File: src/i2cm_pkg.sv
// Package for the byte-transaction I2C master.
// Holds field widths, the bus phase encoding and shared constants.
// Depends on nothing; every other file uses it.
`default_nettype none

package i2cm_pkg;

    localparam int C_ADDR_W = 7;
    localparam int C_BYTE_W = 8;
    localparam int C_WORD_W = 16;
    localparam int C_BIT_W  = 4;

    localparam logic [C_BYTE_W-1:0] C_MSB_MASK  = 8'h80;
    localparam logic [C_BYTE_W-1:0] C_TPD_RESET = 8'd1;
    localparam logic [C_BIT_W-1:0]  C_BITS_PER_BYTE = 4'd8;

    localparam logic C_OP_WRITE = 1'b0;
    localparam logic C_OP_READ  = 1'b1;

    typedef enum logic [4:0] {
        PH_IDLE = 5'd0,
        PH_ST1  = 5'd1,
        PH_ST2  = 5'd2,
        PH_AB_L = 5'd3,
        PH_AB_H = 5'd4,
        PH_AK_L = 5'd5,
        PH_AK_H = 5'd6,
        PH_DB_L = 5'd7,
        PH_DB_H = 5'd8,
        PH_DK_L = 5'd9,
        PH_DK_H = 5'd10,
        PH_R1_L = 5'd11,
        PH_R1_H = 5'd12,
        PH_M1_L = 5'd13,
        PH_M1_H = 5'd14,
        PH_R2_L = 5'd15,
        PH_R2_H = 5'd16,
        PH_M2_L = 5'd17,
        PH_M2_H = 5'd18,
        PH_SP1  = 5'd19,
        PH_SP2  = 5'd20,
        PH_SP3  = 5'd21
    } t_phase;

endpackage

`default_nettype wire

File: src/i2cm_intf.sv
// Channel interfaces of the byte-transaction I2C master: tick input,
// result output and configuration write. Each has valid, ready and payload.
// Depends on i2cm_pkg for the field widths.
`default_nettype none

interface i2cm_tick_if;
    logic                          valid;
    logic                          ready;
    logic                          cmd_valid;
    logic                          opcode;
    logic [i2cm_pkg::C_ADDR_W-1:0] slave_addr;
    logic [i2cm_pkg::C_BYTE_W-1:0] write_data;
    logic                          sda_in;

    modport source (output valid, cmd_valid, opcode, slave_addr, write_data, sda_in,
                    input ready);
    modport sink   (input valid, cmd_valid, opcode, slave_addr, write_data, sda_in,
                    output ready);
endinterface

interface i2cm_res_if;
    logic                          valid;
    logic                          ready;
    logic                          scl;
    logic                          sda_out;
    logic                          sda_drive;
    logic                          busy_res;
    logic                          done_res;
    logic [i2cm_pkg::C_WORD_W-1:0] read_word;
    logic                          addr_nack;
    logic                          data_nack;

    modport source (output valid, scl, sda_out, sda_drive, busy_res, done_res,
                    read_word, addr_nack, data_nack, input ready);
    modport sink   (input valid, scl, sda_out, sda_drive, busy_res, done_res,
                    read_word, addr_nack, data_nack, output ready);
endinterface

interface i2cm_cfg_if;
    logic                          valid;
    logic                          ready;
    logic [i2cm_pkg::C_BYTE_W-1:0] data;

    modport source (output valid, data, input ready);
    modport sink   (input valid, data, output ready);
endinterface

`default_nettype wire

File: src/i2c_master_byte_transactions.sv
// Top level of the byte-transaction I2C master: bus sequencer and result register.
// Depends on i2cm_pkg and the channel interfaces in i2cm_intf.sv.
//
//   Channel | Direction | Moves per item
//   i_cmd   | in        | one bus tick: command fields and the sampled SDA level
//   o_res   | out       | SCL/SDA levels, busy/done flags, read word, nack flags
//   i_cfg   | in        | ticks_per_delay, always ready
//
// Every tick item is handled by the single combinational pass from the phase register to the
// result register; one item can be accepted per cycle while that register is not stalled.
// Reset is synchronous and active low: idle phase, all state zero, ticks_per_delay one,
// result register empty. A stalled result holds its register, and a new item is taken
// only when that register is empty or is being taken in the same cycle.
`default_nettype none

module i2c_master_byte_transactions (
    input  wire logic i_clk,
    input  wire logic i_rst_n,
    i2cm_tick_if.sink i_cmd,
    i2cm_res_if.source o_res,
    i2cm_cfg_if.sink  i_cfg
);
    import i2cm_pkg::*;

    // Transaction state, updated once per accepted tick.
    t_phase              r_phase, n_phase;
    logic [C_BIT_W-1:0]  r_bit_index, n_bit_index;
    logic [C_BYTE_W-1:0] r_shift_byte, n_shift_byte;
    logic [C_WORD_W-1:0] r_word_acc, n_word_acc;
    logic [C_BYTE_W-1:0] r_delay_count, n_delay_count;
    logic                r_is_read, n_is_read;
    logic [C_ADDR_W-1:0] r_held_addr, n_held_addr;
    logic [C_BYTE_W-1:0] r_held_data, n_held_data;
    logic [1:0]          r_nack_flags, n_nack_flags;
    logic [C_BYTE_W-1:0] r_tpd;

    // Result register.
    logic                r_out_valid;
    logic                r_scl, n_scl;
    logic                r_sda_out, n_sda_out;
    logic                r_sda_drive, n_sda_drive;
    logic                r_busy, n_busy;
    logic                r_done, n_done;
    logic [C_WORD_W-1:0] r_read_word, n_read_word;
    logic                r_addr_nack, n_addr_nack;
    logic                r_data_nack, n_data_nack;

    logic                in_accept;
    logic                start_cmd;
    t_phase              cur_phase;
    logic [C_BYTE_W-1:0] cur_shift;
    logic [C_BIT_W-1:0]  cur_bit;
    logic [C_BIT_W-1:0]  bit_inc;
    logic [C_BYTE_W-1:0] eff_tpd;
    logic                seg_end;
    logic                wbit;

    assign in_accept   = i_cmd.valid && i_cmd.ready;
    assign i_cmd.ready = !r_out_valid || o_res.ready;
    assign i_cfg.ready = 1'b1;

    assign o_res.valid     = r_out_valid;
    assign o_res.scl       = r_scl;
    assign o_res.sda_out   = r_sda_out;
    assign o_res.sda_drive = r_sda_drive;
    assign o_res.busy_res  = r_busy;
    assign o_res.done_res  = r_done;
    assign o_res.read_word = r_read_word;
    assign o_res.addr_nack = r_addr_nack;
    assign o_res.data_nack = r_data_nack;

    // A command is taken only from the idle phase; on that same tick the
    // first tick of the START segment goes out.
    assign start_cmd = (r_phase == PH_IDLE) && i_cmd.cmd_valid;
    assign cur_phase = start_cmd ? PH_ST1 : r_phase;
    assign cur_shift = start_cmd ? '0 : r_shift_byte;
    assign cur_bit   = start_cmd ? '0 : r_bit_index;
    assign bit_inc   = cur_bit + C_BIT_W'(1);
    assign wbit      = (cur_shift & C_MSB_MASK) != '0;

    // A delay of zero behaves as one tick per segment.
    assign eff_tpd = (r_tpd == '0) ? C_BYTE_W'(1) : r_tpd;
    assign seg_end = ({1'b0, (start_cmd ? '0 : r_delay_count)} + (C_BYTE_W+1)'(1))
                     >= {1'b0, eff_tpd};

    always_comb begin
        n_phase       = cur_phase;
        n_bit_index   = cur_bit;
        n_shift_byte  = cur_shift;
        n_word_acc    = start_cmd ? '0 : r_word_acc;
        n_delay_count = start_cmd ? '0 : r_delay_count;
        n_is_read     = start_cmd ? i_cmd.opcode : r_is_read;
        n_held_addr   = start_cmd ? i_cmd.slave_addr : r_held_addr;
        n_held_data   = start_cmd ? i_cmd.write_data : r_held_data;
        n_nack_flags  = start_cmd ? '0 : r_nack_flags;

        n_scl       = 1'b1;
        n_sda_out   = 1'b1;
        n_sda_drive = 1'b1;
        n_busy      = 1'b0;
        n_done      = 1'b0;

        if (cur_phase != PH_IDLE) begin
            n_busy = 1'b1;

            // Bus levels for the segment in progress. Released SDA reads as high.
            unique case (cur_phase)
                PH_ST2: n_sda_out = 1'b0;
                PH_AB_L, PH_DB_L: begin
                    n_scl     = 1'b0;
                    n_sda_out = wbit;
                end
                PH_AB_H, PH_DB_H: n_sda_out = wbit;
                PH_AK_L, PH_DK_L, PH_R1_L, PH_R2_L: begin
                    n_scl       = 1'b0;
                    n_sda_drive = 1'b0;
                end
                PH_AK_H, PH_DK_H, PH_R1_H, PH_R2_H: n_sda_drive = 1'b0;
                PH_M1_L, PH_SP1: begin
                    n_scl     = 1'b0;
                    n_sda_out = 1'b0;
                end
                PH_M1_H, PH_SP2: n_sda_out = 1'b0;
                PH_M2_L: n_scl = 1'b0;
                default: ;
            endcase

            if (seg_end) begin
                n_delay_count = '0;
                unique case (cur_phase)
                    PH_ST1: n_phase = PH_ST2;
                    PH_ST2: begin
                        n_shift_byte = {n_held_addr, n_is_read};
                        n_bit_index  = '0;
                        n_phase      = PH_AB_L;
                    end
                    PH_AB_L: n_phase = PH_AB_H;
                    PH_DB_L: n_phase = PH_DB_H;
                    PH_AB_H, PH_DB_H: begin
                        n_shift_byte = {cur_shift[C_BYTE_W-2:0], 1'b0};
                        n_bit_index  = bit_inc;
                        if (bit_inc >= C_BITS_PER_BYTE) begin
                            n_phase = (cur_phase == PH_AB_H) ? PH_AK_L : PH_DK_L;
                        end else begin
                            n_phase = (cur_phase == PH_AB_H) ? PH_AB_L : PH_DB_L;
                        end
                    end
                    PH_AK_L: n_phase = PH_AK_H;
                    PH_DK_L: n_phase = PH_DK_H;
                    PH_AK_H: begin
                        n_nack_flags[0] = i_cmd.sda_in;
                        n_bit_index     = '0;
                        if (n_is_read == C_OP_READ) begin
                            n_shift_byte = '0;
                            n_phase      = PH_R1_L;
                        end else begin
                            n_shift_byte = n_held_data;
                            n_phase      = PH_DB_L;
                        end
                    end
                    PH_DK_H: begin
                        n_nack_flags[1] = i_cmd.sda_in;
                        n_phase         = PH_SP1;
                    end
                    PH_R1_L: n_phase = PH_R1_H;
                    PH_R2_L: n_phase = PH_R2_H;
                    PH_R1_H, PH_R2_H: begin
                        n_shift_byte = {cur_shift[C_BYTE_W-2:0], i_cmd.sda_in};
                        n_bit_index  = bit_inc;
                        if (bit_inc >= C_BITS_PER_BYTE) begin
                            if (cur_phase == PH_R1_H) begin
                                n_word_acc[C_WORD_W-1:C_BYTE_W] = n_shift_byte;
                                n_phase = PH_M1_L;
                            end else begin
                                n_word_acc[C_BYTE_W-1:0] = n_shift_byte;
                                n_phase = PH_M2_L;
                            end
                        end else begin
                            n_phase = (cur_phase == PH_R1_H) ? PH_R1_L : PH_R2_L;
                        end
                    end
                    PH_M1_L: n_phase = PH_M1_H;
                    PH_M1_H: begin
                        n_shift_byte = '0;
                        n_bit_index  = '0;
                        n_phase      = PH_R2_L;
                    end
                    PH_M2_L: n_phase = PH_M2_H;
                    PH_M2_H: n_phase = PH_SP1;
                    PH_SP1:  n_phase = PH_SP2;
                    PH_SP2:  n_phase = PH_SP3;
                    PH_SP3: begin
                        n_phase = PH_IDLE;
                        n_done  = 1'b1;
                    end
                    default: n_phase = PH_IDLE;
                endcase
            end else begin
                n_delay_count = n_delay_count + C_BYTE_W'(1);
            end
        end

        // Result fields are only reported together with done.
        n_read_word = n_done ? n_word_acc : '0;
        n_addr_nack = n_done && n_nack_flags[0];
        n_data_nack = n_done && n_nack_flags[1];
    end

    always_ff @(posedge i_clk) begin
        if (!i_rst_n) begin
            r_phase       <= PH_IDLE;
            r_bit_index   <= '0;
            r_shift_byte  <= '0;
            r_word_acc    <= '0;
            r_delay_count <= '0;
            r_is_read     <= 1'b0;
            r_held_addr   <= '0;
            r_held_data   <= '0;
            r_nack_flags  <= '0;
        end else if (in_accept) begin
            r_phase       <= n_phase;
            r_bit_index   <= n_bit_index;
            r_shift_byte  <= n_shift_byte;
            r_word_acc    <= n_word_acc;
            r_delay_count <= n_delay_count;
            r_is_read     <= n_is_read;
            r_held_addr   <= n_held_addr;
            r_held_data   <= n_held_data;
            r_nack_flags  <= n_nack_flags;
        end
    end

    always_ff @(posedge i_clk) begin
        if (!i_rst_n) begin
            r_tpd <= C_TPD_RESET;
        end else if (i_cfg.valid && i_cfg.ready) begin
            r_tpd <= i_cfg.data;
        end
    end

    always_ff @(posedge i_clk) begin
        if (!i_rst_n) begin
            r_out_valid <= 1'b0;
        end else if (in_accept) begin
            r_out_valid <= 1'b1;
        end else if (o_res.ready) begin
            r_out_valid <= 1'b0;
        end
    end

    always_ff @(posedge i_clk) begin
        if (in_accept) begin
            r_scl       <= n_scl;
            r_sda_out   <= n_sda_out;
            r_sda_drive <= n_sda_drive;
            r_busy      <= n_busy;
            r_done      <= n_done;
            r_read_word <= n_read_word;
            r_addr_nack <= n_addr_nack;
            r_data_nack <= n_data_nack;
        end
    end

`ifndef SYNTH
    // Done is only reported on a tick of a running transaction.
    a_done_busy: assert property (@(posedge i_clk) disable iff (!i_rst_n)
        (r_out_valid && r_done) |-> r_busy)
        else $error("done reported outside a transaction");

    // An idle tick leaves the bus driven high on both lines.
    a_idle_bus: assert property (@(posedge i_clk) disable iff (!i_rst_n)
        (r_out_valid && !r_busy) |-> (r_scl && r_sda_out && r_sda_drive))
        else $error("idle tick does not drive the bus high");

    // Result fields stay zero except with done.
    a_quiet_fields: assert property (@(posedge i_clk) disable iff (!i_rst_n)
        (r_out_valid && !r_done) |-> (r_read_word == '0 && !r_addr_nack && !r_data_nack))
        else $error("result fields set without done");

    // After a done tick has been taken, the sequencer is idle again.
    a_done_idle: assert property (@(posedge i_clk) disable iff (!i_rst_n)
        (in_accept && n_done) |=> (r_phase == PH_IDLE))
        else $error("sequencer not idle after stop");
`endif

endmodule

`default_nettype wire
File: src/flat_wrapper.sv
// flat-port wrapper written by rule: the top's interface ports become plain ports
module i2c_master_byte_transactions_flat import i2cm_pkg::*;
  (i_clk, i_rst_n, i_cmd_valid, i_cmd_cmd_valid, i_cmd_opcode, i_cmd_slave_addr, i_cmd_write_data, i_cmd_sda_in, i_cmd_ready, o_res_valid, o_res_scl, o_res_sda_out, o_res_sda_drive, o_res_busy_res, o_res_done_res, o_res_read_word, o_res_addr_nack, o_res_data_nack, o_res_ready, i_cfg_valid, i_cfg_data, i_cfg_ready);
  i2cm_tick_if i_cmd_i ();
  i2cm_res_if o_res_i ();
  i2cm_cfg_if i_cfg_i ();
  input  wire logic i_clk;
  input  wire logic i_rst_n;
  input wire logic [$bits(i_cmd_i.valid)-1:0] i_cmd_valid;
  input wire logic [$bits(i_cmd_i.cmd_valid)-1:0] i_cmd_cmd_valid;
  input wire logic [$bits(i_cmd_i.opcode)-1:0] i_cmd_opcode;
  input wire logic [$bits(i_cmd_i.slave_addr)-1:0] i_cmd_slave_addr;
  input wire logic [$bits(i_cmd_i.write_data)-1:0] i_cmd_write_data;
  input wire logic [$bits(i_cmd_i.sda_in)-1:0] i_cmd_sda_in;
  output wire logic [$bits(i_cmd_i.ready)-1:0] i_cmd_ready;
  output wire logic [$bits(o_res_i.valid)-1:0] o_res_valid;
  output wire logic [$bits(o_res_i.scl)-1:0] o_res_scl;
  output wire logic [$bits(o_res_i.sda_out)-1:0] o_res_sda_out;
  output wire logic [$bits(o_res_i.sda_drive)-1:0] o_res_sda_drive;
  output wire logic [$bits(o_res_i.busy_res)-1:0] o_res_busy_res;
  output wire logic [$bits(o_res_i.done_res)-1:0] o_res_done_res;
  output wire logic [$bits(o_res_i.read_word)-1:0] o_res_read_word;
  output wire logic [$bits(o_res_i.addr_nack)-1:0] o_res_addr_nack;
  output wire logic [$bits(o_res_i.data_nack)-1:0] o_res_data_nack;
  input wire logic [$bits(o_res_i.ready)-1:0] o_res_ready;
  input wire logic [$bits(i_cfg_i.valid)-1:0] i_cfg_valid;
  input wire logic [$bits(i_cfg_i.data)-1:0] i_cfg_data;
  output wire logic [$bits(i_cfg_i.ready)-1:0] i_cfg_ready;
  assign i_cmd_i.valid = i_cmd_valid;
  assign i_cmd_i.cmd_valid = i_cmd_cmd_valid;
  assign i_cmd_i.opcode = i_cmd_opcode;
  assign i_cmd_i.slave_addr = i_cmd_slave_addr;
  assign i_cmd_i.write_data = i_cmd_write_data;
  assign i_cmd_i.sda_in = i_cmd_sda_in;
  assign i_cmd_ready = i_cmd_i.ready;
  assign o_res_valid = o_res_i.valid;
  assign o_res_scl = o_res_i.scl;
  assign o_res_sda_out = o_res_i.sda_out;
  assign o_res_sda_drive = o_res_i.sda_drive;
  assign o_res_busy_res = o_res_i.busy_res;
  assign o_res_done_res = o_res_i.done_res;
  assign o_res_read_word = o_res_i.read_word;
  assign o_res_addr_nack = o_res_i.addr_nack;
  assign o_res_data_nack = o_res_i.data_nack;
  assign o_res_i.ready = o_res_ready;
  assign i_cfg_i.valid = i_cfg_valid;
  assign i_cfg_i.data = i_cfg_data;
  assign i_cfg_ready = i_cfg_i.ready;
  i2c_master_byte_transactions u_core (.i_clk(i_clk), .i_rst_n(i_rst_n), .i_cmd(i_cmd_i), .o_res(o_res_i), .i_cfg(i_cfg_i));
endmodule
File: config.mk
export PLATFORM = sky130hd
export DESIGN_NAME = i2c_master_byte_transactions_flat
export DESIGN_NICKNAME = d
export VERILOG_FILES = /design/src/i2cm_pkg.sv /design/src/i2cm_intf.sv /design/src/i2c_master_byte_transactions.sv /design/src/flat_wrapper.sv
export SDC_FILE = /design/constraint.sdc
export NUM_CORES = 1
export LEC_CHECK = 0
export BUFFER_PORTS_ARGS = -buffer_cell sky130_fd_sc_hd__buf_4
export CORE_AREA = 2 2 100 102
export DETAILED_ROUTE_END_ITERATION = 6
export DIE_AREA = 0 0 102 104
export GPL_ROUTABILITY_DRIVEN = 0
export PLACE_DENSITY = 0.71
export SYNTH_ARGS = -nofsm -noshare
export SYNTH_HDL_FRONTEND = slang
export SYNTH_SLANG_ARGS = --single-unit
File: constraint.sdc
create_clock -name i_clk -period 3.6 [get_ports i_clk]
set_input_delay 0.54 -clock i_clk [delete_from_list [all_inputs] [get_ports i_clk]]
set_output_delay 0.54 -clock i_clk [all_outputs]
set_load 0.01 [all_outputs]
==> impl_metrics.py <==
metrics = {
    "clock_tree": {
        "cts_root_buffer": "sky130_fd_sc_hd__clkbuf_8",
        "cts.htree.levels": 3,
        "cts.clk_slew.worst_paths_ns": 0.10,
        "clock_sink_count": 91,
        "tritoncts": "built",
        "cts-root-to-sink-buffers": 2,
        "cts_buffers": 9,
        "clk_latency_ns": 0.37,
        "post-cts-setup-buffers": 0,
    },
    "pwr": {
        "seqPwrFrac": 0.511,
        "switchingPower_mw": 0.656,
        "power_frac_clock": 0.326,
        "leakagePower_nw": 1.98,
        "internal-power_mw": 1.48,
        "maximum_ir_drop_on_the_vdd_rail_mv": 0.266,
        "fin_total_pwr_mw": 2.14,
        "power.combinational.fraction": 0.163,
        "power.density_cell_area_nw_per_um2": 381,
        "netSwitchingFraction": 0.307,
    },
    "drt": {
        "routed_wirelength_um": 11900,
        "num_vias": 4332,
        "route.detailed.vias_per_inst": 5.87,
        "drc": 0,
        "dr.first_iter.drc_count": 448,
        "drt_pre_antenna_iters": 7,
        "ant_nets": 0,
        "routed_wire_length_per_instance_um": 16.1,
    },
    "setup_path": {
        "worst-endpoint-arrival_ns": 3.44,
        "critical_path.top_delay_family": "compound AO/OA/AOI/OAI gates",
        "slowest_stage": "sky130_fd_sc_hd__dfxtp_1",
        "worst-path-max-fanout": 13,
        "timing.rr.start": "u_core.r_delay_count[0]",
        "timing.critical_path.required_ns": 3.70,
        "cp_num_buf_inv": 1,
        "path_depth": 10,
        "critPathMaxStageDelay_ns": 0.47,
        "crit_path_cells": "nand4_1 > or4_1 > a21oi_1 > ha_1 > a211oi_1 > o211ai_1 > a311o_1 > nor2_1 > buf_4 > nor3_1",
        "cp-end-kind": "flop",
        "worstReg2RegEnd": "u_core.o_res.read_word[14]",
        "cp-start-kind": "flop",
        "reg_to_reg_slack_setup_ns": 0.26,
        "rr_worst_depth": 10,
        "timing.critical_path.from": "u_core.r_delay_count[0]",
        "cp-endpoint": "u_core.o_res.read_word[14]",
        "critPathKind": "reg2reg",
    },
    "global_route": {
        "busiest_layer": "met2",
        "grt_usage": 0.227,
        "globalRouteMet1Util": 0.308,
        "use_met3": 0.0356,
        "remaining_overflow_grt": 0,
        "largest_net_degree_at_the_start_of_global_routing": 34,
        "number_of_global_route_vias_before_repair": 4113,
        "grt_antenna_before_repair": 0,
        "grt_first_pass_wirelength_um": 19500,
        "use_met2": 0.361,
    },
    "timing": {
        "final-hold-violation-count": 0,
        "final_period_minus_worst_setup_slack_ns": 3.34,
        "slew-limit-headroom": 0.261,
        "fin_crit_sh": 0.927,
        "report.final.slew_viol_count": 0,
        "setup_viol": 0,
        "timing_worst_slew_pin_value_ns": 1.11,
        "setup-tns-final_ns": 0,
        "clock_skew_ns": 0.0125,
        "max_clock_freq_mhz": 300,
        "rsz0062_at_grt": "no",
    },
    "logic_synthesis": {
        "yosys_most_used_dff": "sky130_fd_sc_hd__dfxtp_1",
        "ys_async_sr_fraction": 0,
        "postSynthCellCount": 557,
        "synth-warning-count": 0,
        "synth.net_count": 600,
        "synth.ff_latch_count": 91,
        "sequential_element_share_of_the_synthesized_area": 0.420,
        "synth-edff-count": 23,
        "syn-cell-area_um2": 4890,
        "netlist-cell-type-count": 70,
        "postSynthAreaPerCell_um2": 8.78,
    },
    "hold_path": {
        "min_path_cells": 3,
        "worstHoldPathType": "in2reg",
    },
    "layout": {
        "layout.cell_area.non_filler_um2": 5610,
        "finalNetCount": 643,
        "drive_gt1_frac": 0.177,
        "antenna_cells_inserted": 0,
        "areaGrowthSynthToFinish_pct": 14.8,
        "final.fill_count": 886,
    },
    "placement": {
        "placed_cell_area_um2": 5410,
        "portBuffers": 55,
        "dp_hpwl_um": 8550,
    },
    "die": {
        "dieArea_um2": 10600,
        "chipHeight_um": 104,
        "core-area_um2": 9550,
        "dieWidth_um": 102,
        "io_pins": 57,
        "initial_core_util": 0.512,
        "num_rows": 36,
    },
    "status": {
        "run_status": "completed",
    },
    "job": {
        "cap_viol_max_count": 0,
    },
}
final cells by class:
class / count / area, µm² / share of cell area
multi-input combinational: 383 / 2500 / 0.445
sequential: 91 / 2050 / 0.366
timing repair buffer: 71 / 533 / 0.0950
tap: 133 / 166 / 0.0296
inverter: 44 / 165 / 0.0294
clock buffer: 9 / 124 / 0.0221
clock inverter: 7 / 76.3 / 0.0136
state kept, by name, indices dropped and copies added, names as in the netlist, 2 cells and up:
name	flops
u_core.o_res.read_word	16
u_core.r_bit_index	4
u_core.r_delay_count	8
u_core.r_held_addr	7
u_core.r_held_data	8
u_core.r_nack_flags	2
u_core.r_phase	5
u_core.r_shift_byte	8
u_core.r_tpd	8
u_core.r_word_acc	16
how the worst min path moves through the flow:
stage	start	endpoint	slack [ns]
CTS	i_cfg_data[0]	u_core.r_tpd[0]	0.38
global placement	u_core.r_held_data[2]	u_core.r_held_data[2]	0.44
finish	i_cfg_data[0]	u_core.r_tpd[0]	0.38
floorplan	u_core.r_held_data[0]	u_core.r_held_data[0]	0.43
detailed placement	u_core.r_held_data[2]	u_core.r_held_data[2]	0.45
global route	i_cfg_data[0]	u_core.r_tpd[0]	0.39
layer usage:
| layer | vias to the layer above | part of all wire | routed length (µm) |
|---|---|---|---|
| met5 | - | 0 | 0 |
| met4 | 0 | 0.022 | 267 |
| met3 | 26 | 0.064 | 764 |
| met2 | 163 | 0.47 | 5620 |
| met1 | 2004 | 0.44 | 5250 |
| li1 | 2139 | - | - |
tightest hold or removal path, cell delays in order:
cell and delay (ns):
sky130_fd_sc_hd__buf_4 0.08, sky130_fd_sc_hd__mux2i_1 0.05, sky130_fd_sc_hd__nand2_1 0.06
cells in the mapped netlist, types with 2 or more instances:
master | number | area [µm²]
sky130_fd_sc_hd__mux2i_1 | 12 | 120
sky130_fd_sc_hd__ha_1 | 12 | 150
sky130_fd_sc_hd__a31oi_1 | 5 | 31.3
sky130_fd_sc_hd__dfxtp_1 | 68 | 1360
sky130_fd_sc_hd__nor2_1 | 33 | 124
sky130_fd_sc_hd__and2_1 | 2 | 12.5
sky130_fd_sc_hd__a21boi_0 | 3 | 22.5
sky130_fd_sc_hd__a211oi_1 | 4 | 30.0
sky130_fd_sc_hd__o21a_1 | 5 | 37.5
sky130_fd_sc_hd__nand4_1 | 8 | 50.1
sky130_fd_sc_hd__nand2b_1 | 6 | 37.5
sky130_fd_sc_hd__a2111oi_0 | 2 | 17.5
sky130_fd_sc_hd__xor2_1 | 2 | 17.5
sky130_fd_sc_hd__o31ai_1 | 12 | 90.1
sky130_fd_sc_hd__nor3_1 | 15 | 75.1
sky130_fd_sc_hd__o22ai_1 | 13 | 81.3
sky130_fd_sc_hd__o211ai_1 | 16 | 120
sky130_fd_sc_hd__buf_1 | 4 | 15.0
sky130_fd_sc_hd__clkbuf_1 | 22 | 82.6
sky130_fd_sc_hd__nor4_1 | 6 | 37.5
sky130_fd_sc_hd__buf_2 | 9 | 45.0
sky130_fd_sc_hd__inv_1 | 44 | 165
sky130_fd_sc_hd__o221ai_1 | 2 | 17.5
sky130_fd_sc_hd__nand3b_1 | 2 | 15.0
sky130_fd_sc_hd__o2111ai_1 | 4 | 35.0
sky130_fd_sc_hd__o32ai_1 | 8 | 70.1
sky130_fd_sc_hd__nor3b_1 | 6 | 45.0
sky130_fd_sc_hd__buf_6 | 3 | 33.8
sky130_fd_sc_hd__nand3_1 | 15 | 75.1
sky130_fd_sc_hd__nand2_1 | 66 | 248
sky130_fd_sc_hd__xnor2_1 | 4 | 35.0
sky130_fd_sc_hd__a21oi_1 | 40 | 200
sky130_fd_sc_hd__a222oi_1 | 8 | 80.1
sky130_fd_sc_hd__and3_1 | 7 | 43.8
sky130_fd_sc_hd__mux2_2 | 8 | 90.1
sky130_fd_sc_hd__o31a_1 | 3 | 26.3
sky130_fd_sc_hd__o311ai_0 | 2 | 17.5
sky130_fd_sc_hd__o21ai_0 | 15 | 75.1
sky130_fd_sc_hd__nor2b_1 | 8 | 50.1
sky130_fd_sc_hd__edfxtp_1 | 23 | 691
repair_timing:
| action | in CTS | in global routing |
|---|---|---|
| hold buffers | 0 | 0 |
| resized for setup | 0 | 1 |
| setup endpoints to repair | 0 | 7 |
layout by cell type, fill, tap and decap left out, types with 9 or more instances in the layout:
cell | netlist | final
sky130_fd_sc_hd__a21oi_1 | 40 | 40
sky130_fd_sc_hd__buf_4 | 1 | 71
sky130_fd_sc_hd__clkbuf_8 | 0 | 9
sky130_fd_sc_hd__dfxtp_1 | 68 | 68
sky130_fd_sc_hd__edfxtp_1 | 23 | 23
sky130_fd_sc_hd__ha_1 | 12 | 12
sky130_fd_sc_hd__inv_1 | 44 | 44
sky130_fd_sc_hd__mux2i_1 | 12 | 12
sky130_fd_sc_hd__nand2_1 | 66 | 66
sky130_fd_sc_hd__nand3_1 | 15 | 15
sky130_fd_sc_hd__nor2_1 | 33 | 33
sky130_fd_sc_hd__nor3_1 | 15 | 15
sky130_fd_sc_hd__o211ai_1 | 16 | 16
sky130_fd_sc_hd__o21ai_0 | 15 | 15
sky130_fd_sc_hd__o22ai_1 | 13 | 13
sky130_fd_sc_hd__o31ai_1 | 12 | 12
power by group through the flow:
stage	Clock (mW)	Combinational [mW]	Sequential, mW
floorplan	0	0.220	1.12
global placement	0	0.336	1.11
detailed placement	0	0.342	1.12
CTS	0.705	0.343	1.09
global route	0.746	0.378	1.10
finish	0.697	0.348	1.09
through the flow:
| stage | setup slack (ns) | utilization | instances | hold WS, ns |
|---|---|---|---|---|
| 5_1_grt | 0.00480 | 0.588 | 738 | 0.388 |
| 2_1_floorplan | 0.202 | - | 557 | 0.434 |
| 3_3_place_gp | 0.458 | 0.566 | 722 | 0.440 |
| 4_1_cts | 0.282 | 0.587 | 738 | 0.376 |
| 3_5_place_dp | 0.293 | 0.566 | 722 | 0.446 |
| 6_report | 0.262 | 0.588 | 738 | 0.382 |
cells by family after synthesis:
logic type,count (synthesis),synth area share
AOI/OAI and AO/OA,161,0.239
xor gates and xnor gates,6,0.0107
adders and majority gates,12,0.0307
buffers and inverters,83,0.0714
DFF,91,0.420
muxes,20,0.0430
other,1,0.000767
and+or+nand+nor,183,0.184
Note: power is estimated with default switching activity, not from simulation.
